[config.mk]
export PLATFORM = sky130hd
export DESIGN_NAME = eas_div
export DESIGN_NICKNAME = d
export VERILOG_FILES = /design/src/hw/rtl/eas_div.sv
export SDC_FILE = /design/constraint.sdc
export NUM_CORES = 2
export LEC_CHECK = 0
export BUFFER_PORTS_ARGS = -buffer_cell sky130_fd_sc_hd__buf_2
export CORE_UTILIZATION = 55
export DETAILED_ROUTE_END_ITERATION = 7
export PLACE_DENSITY = 0.71
export SLEW_MARGIN = 40
export SYNTH_ARGS = -nofsm -noshare
export SYNTH_HDL_FRONTEND = slang
export SYNTH_SLANG_ARGS = --single-unit
[constraint.sdc]
create_clock -name clk -period 8.5 [get_ports clk]
set_input_delay 0.425 -clock clk [delete_from_list [all_inputs] [get_ports clk]]
set_output_delay 0.425 -clock clk [all_outputs]
set_load 0.03 [all_outputs]
[src/hw/rtl/eas_div.sv]
// Pipelined restoring divider: (mn << 30) / mx, one quotient bit per stage.
`default_nettype none
module eas_div (
    input  wire  logic        clk,
    input  wire  logic [30:0] num,
    input  wire  logic [30:0] den,
    output logic [30:0]       quo
);
    // quotient is at most 2^30, so 31 bits over 31 stages
    logic [30:0] rem_reg  [31];
    logic [30:0] q_reg    [31];
    logic [30:0] d_reg    [31];
    logic [30:0] rem_in   [31];
    logic [30:0] q_in     [31];
    logic [30:0] d_in     [31];
    logic [30:0] rem_next [31];
    logic [30:0] q_next   [31];

    // num <= den, so the top 30 dividend bits start below the divisor;
    // stage 0 brings in num[0], later stages bring in zeros
    always_comb
    begin
        logic [31:0] sh;
        rem_in[0] = {1'b0, num[30:1]};
        q_in[0]   = '0;
        d_in[0]   = den;
        for (int i = 1; i < 31; i++)
        begin
            rem_in[i] = rem_reg[i-1];
            q_in[i]   = q_reg[i-1];
            d_in[i]   = d_reg[i-1];
        end
        for (int i = 0; i < 31; i++)
        begin
            sh = {rem_in[i], (i == 0) ? num[0] : 1'b0};
            if (d_in[i] != '0 && sh >= {1'b0, d_in[i]})
            begin
                rem_next[i] = 31'(sh - {1'b0, d_in[i]});
                q_next[i]   = {q_in[i][29:0], 1'b1};
            end
            else
            begin
                rem_next[i] = sh[30:0];
                q_next[i]   = {q_in[i][29:0], 1'b0};
            end
        end
    end

    always_ff @(posedge clk)
    begin
        for (int i = 0; i < 31; i++)
        begin
            rem_reg[i] <= rem_next[i];
            q_reg[i]   <= q_next[i];
            d_reg[i]   <= d_in[i];
        end
    end

    assign quo = (d_reg[30] == '0) ? '0 : q_reg[30];
endmodule
`default_nettype wire

==> summary.md <==
| Metric | Value |
|---|---|
| Outcome | `finished clean` |
| Number of synthesized register bits | `between 2k and 2.5k` |
| Busiest grt layer | `met2` |
| Core ar. | `roughly 200000 um2` |
| Crit path arrival time | `about 5 ns` |
| Cell count after synthesis | `roughly 11k` |
| Total placed instance area | `between 100000 and 150000 um2` |
| Syn_area_per_cell | `~9.7 um2` |
| Critical path peak fanout | `23` |
| Effective utilization at floorplan | `between 50% and 60%` |
| Gp weighted congestion | `0.932` |
| Setup TNS | `0 ns` |
| Share of cells above drive strength 1 | `approximately 11%` |
| Fraction of the yosys area taken by sequential cells | `43.9%` |
| Number of flops mapped to enable cells by yosys | `0` |
| Critical Path Sink Type | `flop` |
| Largest net degree at the start of global routing | `between 60 and 70` |
| F_max | `227 MHz` |
| Number of post-CTS setup repair buffers | `0` |
| Met1 routing resource usage after global routing | `between 30% and 40%` |
| Clock tree from TritonCTS | `done` |
| Layout net count | `about 13k` |
| FF/Latch Area | `~48000 um2` |
| Worst-case headroom to the max-slew limit | `approximately 44%` |
| Post-route minimum period | `4.40 ns` |
| Worst hold path class | `primary input to flop` |
| Detailed-route vias per instance | `5.63` |
| H-tree depth | `4` |
| Kind of critical path | `flop to flop` |
| CTS root buf | `sky130_fd_sc_hd__clkbuf_16` |
| Fill cell total of the finished layout | `16.2k` |
| Share of the cycle needed by the critical path after routing | `between 50% and 60%` |
| Slew at the pin with the worst max-slew slack | `0.827 ns` |
| Total Routing Usage GR | `about a quarter` |
| Overall die area | `approximately 200000 um2` |
| Synthesis-to-layout area growth | `12.1%` |
| Number of routed nets with antenna violations | `0` |
| Kind of start point of the critical path | `flop` |
| Dominant register cell in the synthesized netlist | `sky130_fd_sc_hd__dfxtp_1` |
| Count of final setup violators | `0` |
| MaxCap Viol Count | `0` |
| Net Count, Synth | `between 10k and 15k` |
| IR Drop Worst-Case VDD | `approximately 0.00026 V` |
| Fin util | `approximately 62%` |
| Final design area excluding fillers | `122000 um2` |
| Number of library cell types mapped by synthesis | `89` |
| Final slew viol count | `0` |
| Buffer levels on the longest clock path | `3` |
| Post-DP HPWL | `~210000 um` |
| First-pass GRT wire length | `~430000 um` |
| Cell area after technology mapping | `between 100000 and 150000 um2` |
| Post-synthesis async set-or-reset flop share | `0%` |
| # clock sinks | `roughly 2.4k` |
| Number of CTS-inserted buffers | `between 200 and 250` |
| Number of cell rows | `roughly 160` |
| RSZ-0062 raised after global routing | `no` |
| Hold buffer count at cts | `between 60 and 70` |
| Number of antenna violations at the first check in global routing | `2` |
| Residual overflow from global routing | `0` |
| Multi-input logic area | `about 56000 um2` |
| Met3 Resource Use GR | `~3.3%` |
| Flip-flop count of the largest register after layout | `around 960` |
| Number of failing hold endpoints at the final stage | `0` |
| Least setup slack across all paths after layout | `~4.1 ns` |
| Static Leakage | `55.8 nW` |
| Die extent in x | `447 um` |
| Number of gates given a new drive strength after cts | `0` |
| Total length of routed wires | `~270000 um` |
| Worst-path clk slew | `approximately 0.060 ns` |
| Buffers added on ports | `93` |
| Routed length per instance | `roughly 19 um` |
| Number of design rule violations left after detail routing | `0` |
| Via count | `around 80k` |
| Pre-CTS WS | `4.21 ns` |
| Number of global-route vias before repair | `around 80k` |
| Largest clock skew in the final design | `0.0700 ns` |
| Pre-antenna DRT Iters | `8` |
| Clock insertion delay at the later pin of the skew report | `0.89 ns` |
| Number of primary I/O pins | `between 90 and 100` |
| Data required, critical path | `around 9 ns` |
| Number of synthesis warnings | `0` |
| Met2 Resource Use GR | `~46%` |
| Iter 0 DRT Violations | `~5.1k` |
| Power density over the cells | `452 nW/um2` |
| Die boundary height | `between 400 and 500 um` |
Yosys cell counts, drive strengths merged, types with 27 or more instances:
cell type  instances  share of area [%]
a211oi            84               0.58
a21boi            38               0.26
a21o             477                3.3
a21oi            762                3.5
a31oi             87               0.50
and2              59               0.34
and3              58               0.33
buf               59               0.27
clkbuf           127               0.44
dfxtp           2387                 44
fa                30               0.55
ha               960                 11
inv             1171                4.0
mux2             678                7.0
nand2            577                2.0
nand2b            84               0.48
nand3            133               0.61
nand4            196                1.1
nor2             526                1.8
nor2b            157               0.90
nor3             134               0.62
nor4             248                1.4
o211ai            32               0.22
o21a             101               0.70
o21ai            638                2.9
o21bai           108               0.74
o31ai             60               0.41
o41ai             27               0.27
or2               30               0.17
or3               46               0.26
xnor2            508                4.1
xor2             298                2.4
routing by layer:
metal  vias up  part of all wire (%)  wire, um
li1      39799                     -         -
met1     37944                    44    117000
met2      2007                    48    129000
met3       602                   4.3     11400
met4         2                   3.8     10100
met5         -                0.0049        13
cell families (layout without fill, tap and decap cells):
logic type | count (synthesis) | in the layout | synth area share (%)
AOI/OAI and AO/OA | 2656 | 2656 | 15.5
xor gates and xnor gates | 806 | 806 | 6.49
adders and majority gates | 990 | 990 | 11.6
buffers and inverters | 1357 | 1807 | 4.74
DFF | 2387 | 2387 | 43.9
muxes | 689 | 689 | 7.12
other | 0 | 2 | 0
and+or+nand+nor | 2323 | 2323 | 10.7
worst paths after layout:
| path | startpoint | endpoint | slack [ns] | depth (start not counted) |
|---|---|---|---|---|
| max | d_reg[1][279]$_DFF_P_ | rem_reg[1][329]$_DFF_P_ | 4.10 | 13 |
| min | den[26] | d_reg[0][26]$_DFF_P_ | 0.23 | 2 |
| max reg2reg | d_reg[1][279]$_DFF_P_ | rem_reg[1][329]$_DFF_P_ | 4.10 | 13 |
| min reg2reg | q_reg[0][311]$_DFF_P_ | q_reg[0][343]$_DFF_P_ | 0.31 | 0 |
power by group:
group          total, W  switching (W)  internal (W)  leakage (nW)
Combinational    0.0260         0.0135        0.0126          31.5
Clock            0.0115        0.00461       0.00685          4.24
Sequential       0.0177        0.00256        0.0152          20.1
Total            0.0552         0.0206        0.0346          55.8
placed cells by master, fill, tap and decap left out, types with 62 or more instances in the layout:
cell	netlist	routed
sky130_fd_sc_hd__o21ai_0	624	624
sky130_fd_sc_hd__xor2_1	298	298
sky130_fd_sc_hd__dlygate4sd3_1	0	62
sky130_fd_sc_hd__nor3_1	134	134
sky130_fd_sc_hd__buf_2	54	93
sky130_fd_sc_hd__dfxtp_1	2387	2387
sky130_fd_sc_hd__a31oi_1	87	83
sky130_fd_sc_hd__a21o_1	477	477
sky130_fd_sc_hd__nand3_1	133	133
sky130_fd_sc_hd__ha_1	960	960
sky130_fd_sc_hd__nand2b_1	84	84
sky130_fd_sc_hd__nand2_1	577	577
sky130_fd_sc_hd__clkbuf_16	0	236
sky130_fd_sc_hd__mux2_2	678	678
sky130_fd_sc_hd__o21bai_1	108	107
sky130_fd_sc_hd__inv_1	1170	1170
sky130_fd_sc_hd__a211oi_1	83	82
sky130_fd_sc_hd__nand4_1	196	196
sky130_fd_sc_hd__xnor2_1	508	508
sky130_fd_sc_hd__a21oi_1	759	747
sky130_fd_sc_hd__nor2b_1	157	157
sky130_fd_sc_hd__nor4_1	248	248
sky130_fd_sc_hd__nor2_1	525	522
sky130_fd_sc_hd__o21a_1	101	101
through the flow:
stage / total power [W] / hold WS, ns / cells
final: 0.0552 / 0.231 / 14284
after global routing: 0.0589 / 0.202 / 14283
after CTS: 0.0552 / 0.163 / 14281
after detailed placement: 0.0434 / 0.312 / 13779
after global placement: 0.0426 / 0.310 / 13756
after floorplan: 0.0372 / 0.310 / 11208
cell type report:
class                           instances  share of cell area (%)
Clock buffer                          296                    5.32
Timing Repair Buffer                  196                    1.29
Multi-Input combinational cell       7464                    46.0
Tap cell                             2624                    2.69
Antenna cell                            2                 0.00410
Clock inverter                        144                    1.92
Inverter                             1171                    3.60
Sequential cell                      2387                    39.2
worst max-delay path, stage by stage, from the launching register on:
cell                        delay, ns
sky130_fd_sc_hd__dfxtp_1         0.37
sky130_fd_sc_hd__inv_1           0.14
sky130_fd_sc_hd__fa_1            0.45
sky130_fd_sc_hd__a21o_1          0.19
sky130_fd_sc_hd__a21oi_1         0.26
sky130_fd_sc_hd__o211ai_1        0.21
sky130_fd_sc_hd__a211oi_1        0.51
sky130_fd_sc_hd__nor2_1          0.08
sky130_fd_sc_hd__o21ai_0         0.39
sky130_fd_sc_hd__a21oi_1         0.19
sky130_fd_sc_hd__a2111oi_4       0.61
sky130_fd_sc_hd__nor2_2          0.24
sky130_fd_sc_hd__buf_4           0.30
sky130_fd_sc_hd__mux2_2          0.30
No activity file was read; power rests on OpenSTA's default activity.
