File: src/hw/rtl/eas_sqrt.sv
// Pipelined integer square root of (1-|z|)*2^60, i.e. sqrt(1-|z|) in Q30, one result bit per stage.
`default_nettype none
module eas_sqrt (
    input  wire  logic        clk,
    input  wire  logic [30:0] rad,
    output logic [30:0]       root
);
    // radicand is rad << 30, a 61-bit value; root needs 31 bits
    logic [61:0] rem_reg  [31];
    logic [30:0] res_reg  [31];
    logic [61:0] rem_in   [31];
    logic [30:0] res_in   [31];
    logic [61:0] rem_next [31];
    logic [30:0] res_next [31];

    // one result bit per register stage, MSB first
    always_comb
    begin
        logic [61:0] trial;
        rem_in[0] = {1'b0, rad, 30'd0};
        res_in[0] = '0;
        for (int i = 1; i < 31; i++)
        begin
            rem_in[i] = rem_reg[i-1];
            res_in[i] = res_reg[i-1];
        end
        for (int i = 0; i < 31; i++)
        begin
            trial = ({31'd0, res_in[i]} << (31 - i)) | (62'd1 << (2 * (30 - i)));
            if (rem_in[i] >= trial)
            begin
                rem_next[i] = rem_in[i] - trial;
                res_next[i] = res_in[i] | (31'd1 << (30 - i));
            end
            else
            begin
                rem_next[i] = rem_in[i];
                res_next[i] = res_in[i];
            end
        end
    end

    always_ff @(posedge clk)
    begin
        for (int i = 0; i < 31; i++)
        begin
            rem_reg[i] <= rem_next[i];
            res_reg[i] <= res_next[i];
        end
    end

    assign root = res_reg[30];
endmodule
`default_nettype wire

File: config.mk
export PLATFORM = sky130hd
export DESIGN_NAME = eas_sqrt
export DESIGN_NICKNAME = d
export VERILOG_FILES = /design/src/hw/rtl/eas_sqrt.sv
export SDC_FILE = /design/constraint.sdc
export NUM_CORES = 2
export LEC_CHECK = 0
export ABC_AREA = 1
export BUFFER_PORTS_ARGS = -buffer_cell sky130_fd_sc_hd__buf_2
export CAP_MARGIN = 10
export CORE_ASPECT_RATIO = 1.75
export CORE_MARGIN = 2
export CORE_UTILIZATION = 30
export CTS_BUF_LIST = sky130_fd_sc_hd__clkbuf_2 sky130_fd_sc_hd__clkbuf_4 sky130_fd_sc_hd__clkbuf_8
export DETAILED_ROUTE_END_ITERATION = 10
export PLACE_DENSITY_LB_ADDON = 0.25
export SYNTH_ARGS = -nofsm -noshare
export SYNTH_HDL_FRONTEND = slang
export SYNTH_SLANG_ARGS = --single-unit
File: constraint.sdc
create_clock -name clk -period 3.4 [get_ports clk]
set_input_delay 0.34 -clock clk [delete_from_list [all_inputs] [get_ports clk]]
set_output_delay 0.34 -clock clk [all_outputs]
set_load 0.02 [all_outputs]
==> results of run 1 <==
stage by stage:
stage / hold WS, ps / worst slack, ps / area (µm²)
CTS: 0.0830 / 169 / 104000
floorplan: 322 / 1190 / 90200
global placement: 330 / 254 / 97500
detailed placement: 330 / 255 / 97500
synth_stat cells (10+ instances only):
cell,count
inv_1,2280
and2_1,26
nor2_2,22
nand2_2,14
buf_6,33
a21oi_2,42
o21a_1,17
fa_1,14
nand3_2,13
buf_4,22
xnor2_1,272
ha_1,494
nor4_1,62
a211oi_1,13
o21bai_1,34
a21boi_0,10
a21o_1,14
inv_2,21
nor3_1,176
a21oi_1,654
o21ai_2,17
buf_2,56
nand4_1,244
nand3_1,765
nor2_1,1424
o21ai_1,128
xor2_1,136
nand3b_1,130
nand2_1,4235
dfxtp_1,1652
o21ai_0,444
or2_2,54
cells by family after synthesis:
logic type,Yosys count
compound gates,1393
xor+xnor,408
fa+ha+maj,508
buf+inv,2423
flops,1652
other cells,1
simple gates,7209
per-layer routing:
metal,GRT overflow,GRT usage
met5,0,0.00400
met4,4,0.461
met3,0,0.143
met2,4,0.646
met1,0,0.248
timing repair:
item,in CTS
hold endpoints to repair,31
hold buffers,61
gates resized for setup,0
==> impl_metrics.toml, run 1 <==
[synth]
synth_top_area_share = 0.367
synth_xor_xnor_area_share = 0.0396
avgSynthCellArea_um2 = 6.64
yosysTopAreaCell = "dfxtp_1"
synth_simple_gate_area_frac = 0.334
synth_top_family_by_area = "simple AND/OR/NAND/NOR gates"
synth_area_um2 = 90200
ys_warn_count = 0
synth_mux_area_frac = 0
ys_ff_latch = 1652
synth_cells = 13594
async_flop_share = 0
synth_area_leaders = "dfxtp_1 37%, nand2_1 18%, inv_1 9.5%"
synth_adder_area_share = 0.0716
synth_compound_area_frac = 0.0828
synth_edf_count = 0
synth_cell_types = 58
synth_ff_type = "dfxtp_1"
yosysSeqAreaShare = 0.367

[run_status]
haltStage = "global routing (5_1_grt)"
error_line = "[ERROR GRT-0116] Global routing finished with congestion. Check the congestion regions in the DRC Viewer."
outcome = "aborted with a tool error"

[place]
portBuffers = 62
gp_congestion = 1.06
numPlacedInstances = 17773
dp_hpwl_um = 408000

[die]
die_h_um = 729
io_pins = 63
rows = 266
die_w_um = 419
start_util = 0.301

[global_route]
grt_pass1_wl_um = 767000
gr-usage-all-layers = 0.359
grt_max_degree = 65
grt_overflow = 8
grt_pass1_vias = 102021

[clocking]
numCtsBuffers = 283
cts_root_buffer = "clkbuf_8"
cts_setup_buffers = 0
cts_max_path_buffers = 4
htree_levels = 5
clock-sinks = 1652
==> inputs of run 2 (changes only) <==
==> config.mk (replaced) <==
export PLATFORM = sky130hd
export DESIGN_NAME = eas_sqrt
export DESIGN_NICKNAME = d
export VERILOG_FILES = /design/src/hw/rtl/eas_sqrt.sv
export SDC_FILE = /design/constraint.sdc
export NUM_CORES = 2
export LEC_CHECK = 0
export ABC_AREA = 1
export BUFFER_PORTS_ARGS = -buffer_cell sky130_fd_sc_hd__buf_2
export CAP_MARGIN = 10
export CORE_MARGIN = 2
export CORE_UTILIZATION = 20
export DETAILED_ROUTE_END_ITERATION = 10
export PLACE_DENSITY_LB_ADDON = 0.15
export SYNTH_ARGS = -nofsm -noshare
export SYNTH_HDL_FRONTEND = slang
export SYNTH_SLANG_ARGS = --single-unit
==> run 2 against run 1 <==
  * The flow now finishes without violations
  * Synthesized cell count is the same
  * Synthesized area is the same
==> impl_metrics.toml, run 2 <==
[sta]
rsz0062_at_grt = "false"
hold_viol = 0
tightest_slew_ps = 998
tns_ps = 0
whs_ps = 112
min_period_ps = 3110
slew_headroom = 0.333
fmax_mhz = 322
layout_worst_path_cycle_share = 0.913
finClkSkew_ps = 46.2
slew_violations = 0
setup_viol = 0

[clocking]
cts_tree = "yes"
cts_max_path_buffers = 4
cts.clk_slew.worst_paths_ps = 60
clk_latency_ps = 890
numCtsBuffers = 196
clock-sinks = 1652
ctsResizeCount = 0
cts_setup_buffers = 0
htree_levels = 4
cts_root_buffer = "clkbuf_16"

[synth]
synth_ff_type = "dfxtp_1"
synth_cells = 13594
synth_area_leaders = "dfxtp_1 37%, nand2_1 18%, inv_1 9.5%"
synth_top_cells_by_count = "4,235 x nand2_1, 2,280 x inv_1, 1,652 x dfxtp_1, 1,424 x nor2_1, 765 x nand3_1"
yosysSeqAreaShare = 0.367
ys_warn_count = 0
ys_ff_latch = 1652
yosysTopAreaCell = "dfxtp_1"
synth_area_um2 = 90200
synth_most_common_cell = "nand2_1"
synth_top_area_share = 0.367
avgSynthCellArea_um2 = 6.64
synth_edf_count = 0
synth_cell_types = 58
async_flop_share = 0

[cells_and_area]
nets = 14432
largest_reg_flops = 1156
layout-drive-gt1-share = 0.0496
area_growth_pct = 16.8
regArea_um2 = 33100
multi_input_area_um2 = 47600
final_common_cell = "nand2_1"
n_fill_cell = 50868
layout_common_cells = "4,235 x nand2_1, 2,280 x inv_1, 1,652 x dfxtp_1, 1,424 x nor2_1, 765 x nand3_1"

[run_status]
outcome = "completed"

[global_route]
gr-usage-all-layers = 0.152
grt_antenna_before_repair = 5
grt_pass1_wl_um = 523000
grt_max_degree = 52
grt_overflow = 0
grt_pass1_vias = 81132

[power_and_ir_drop]
power_density_nw_per_um2 = 819
p_leak_nw = 52.1
ir_worst_vdd_uv = 399

[place]
dp_hpwl_um = 298000
portBuffers = 62
gp_congestion = 0.899

[worst_setup_path]
worstPathCellList = "ha_1 -> fa_1 -> nand3_1 -> nand3_2 -> nand2_1 -> nand2_1 -> nand2_1 -> nand3_2 -> nand2_2 -> nand2_4 -> inv_4 -> buf_4 -> nand2_1 -> o21ai_1"
worstPathArrival_ps = 3910
r2r_start = "rem_reg[1][628]"
endpoint_kind = "flip-flop"
crit_required_ps = 4200
cpPeakStageDelay_ps = 480
crit_fanout = 35
path_common_cell = "nand2_1"
crit_slowest_cell = "fa_1"
critPathKind = "reg -> reg"
regToRegSetupSlack_ps = 290
worst_setup_path_start_kind = "flip-flop"
worstSetupStartpoint = "rem_reg[1][628]"

[die]
die_h_um = 676
core_area_um2 = 449000
die_area_um2 = 457000
die_w_um = 676
rows = 246
io_pins = 63
start_util = 0.201

[routing]
viasPerCell = 4.12
wl_per_cell_um = 17.7
dr.pass1.iters = 7
finalWirelength_um = 354000
postRouteAntennaNets = 0
drtIter0Drc = 5567
drc = 0
vias = 82313

[job]
cap_violations = 0

[worst_hold_path]
hold_class = "in -> reg"
worstHoldStart = "rad[12]"
[run 2: cell counts after synthesis]
No cell type changed its count.
[run 2: logic make-up after synthesis]
logic type,Yosys count,share of synthesized area
compound gates,1393,0.0828
xor+xnor,408,0.0396
fa+ha+maj,508,0.0716
buf+inv,2423,0.105
flops,1652,0.367
other cells,1,0.0000416
simple gates,7209,0.334
[run 2: final cells by class]
type	count	area share
antenna	6	0.000142
clock buffer	249	0.0514
clock inverter	102	0.0135
inverter	2307	0.0823
multi-input combinational	9520	0.452
sequential	1652	0.314
tap	5952	0.0706
timing repair buffer	215	0.0164
[run 2: per-stage QoR]
stage / total power, mW / area (µm²) / utilization / cells / setup WS [ps]
4_1_cts: 87.5 / 105000 / 0.235 / 19997 / 254
2_1_floorplan: 50.4 / 90200 / - / 13595 / 1190
3_5_place_dp: 64.2 / 97900 / 0.218 / 19585 / 270
6_report: 86.4 / 105000 / 0.235 / 20003 / 294
5_1_grt: 92.8 / 105000 / 0.235 / 19998 / 12.9
3_3_place_gp: 64.6 / 97900 / 0.218 / 19585 / 332
[run 2: worst paths after layout]
check / end / cells past startpoint
worst min-delay path: rem_reg[0][42] / 2
worst max register to register: rem_reg[1][701] / 14
worst min register to register: res_reg[1][209] / 0
worst max-delay path: rem_reg[1][701] / 14
[run 2: metal layers]
layer  share of wire  GRT usage
met2            0.47      0.265
met3           0.038     0.0164
met4           0.020     0.0302
met1            0.47      0.200
met5               0          0
[run 2: timing repair]
item,in CTS,in global routing
setup endpoints to repair,0,0
endpoints found under the hold margin,31,0
hold buffers,61,0
[run 2: worst max-delay path, delay by kind of cell (launching register included)]
family                   cells  cell delay, ps
flip-flops                   1             360
adder cells (fa/ha/maj)      2             770
buffers and inverters        2             700
AO/OA/AOI/OAI                1              90
AND/OR/NAND/NOR              9            1070
[run 2: power by group]
part,total (mW),leakage [nW],internal (mW),switching [mW]
Clock,22.6,3.30,13.3,9.27
Sequential,31.4,13.7,24.7,6.73
Combinational,32.3,35.1,10.3,22.0
Power figures use the tool's default switching activity.
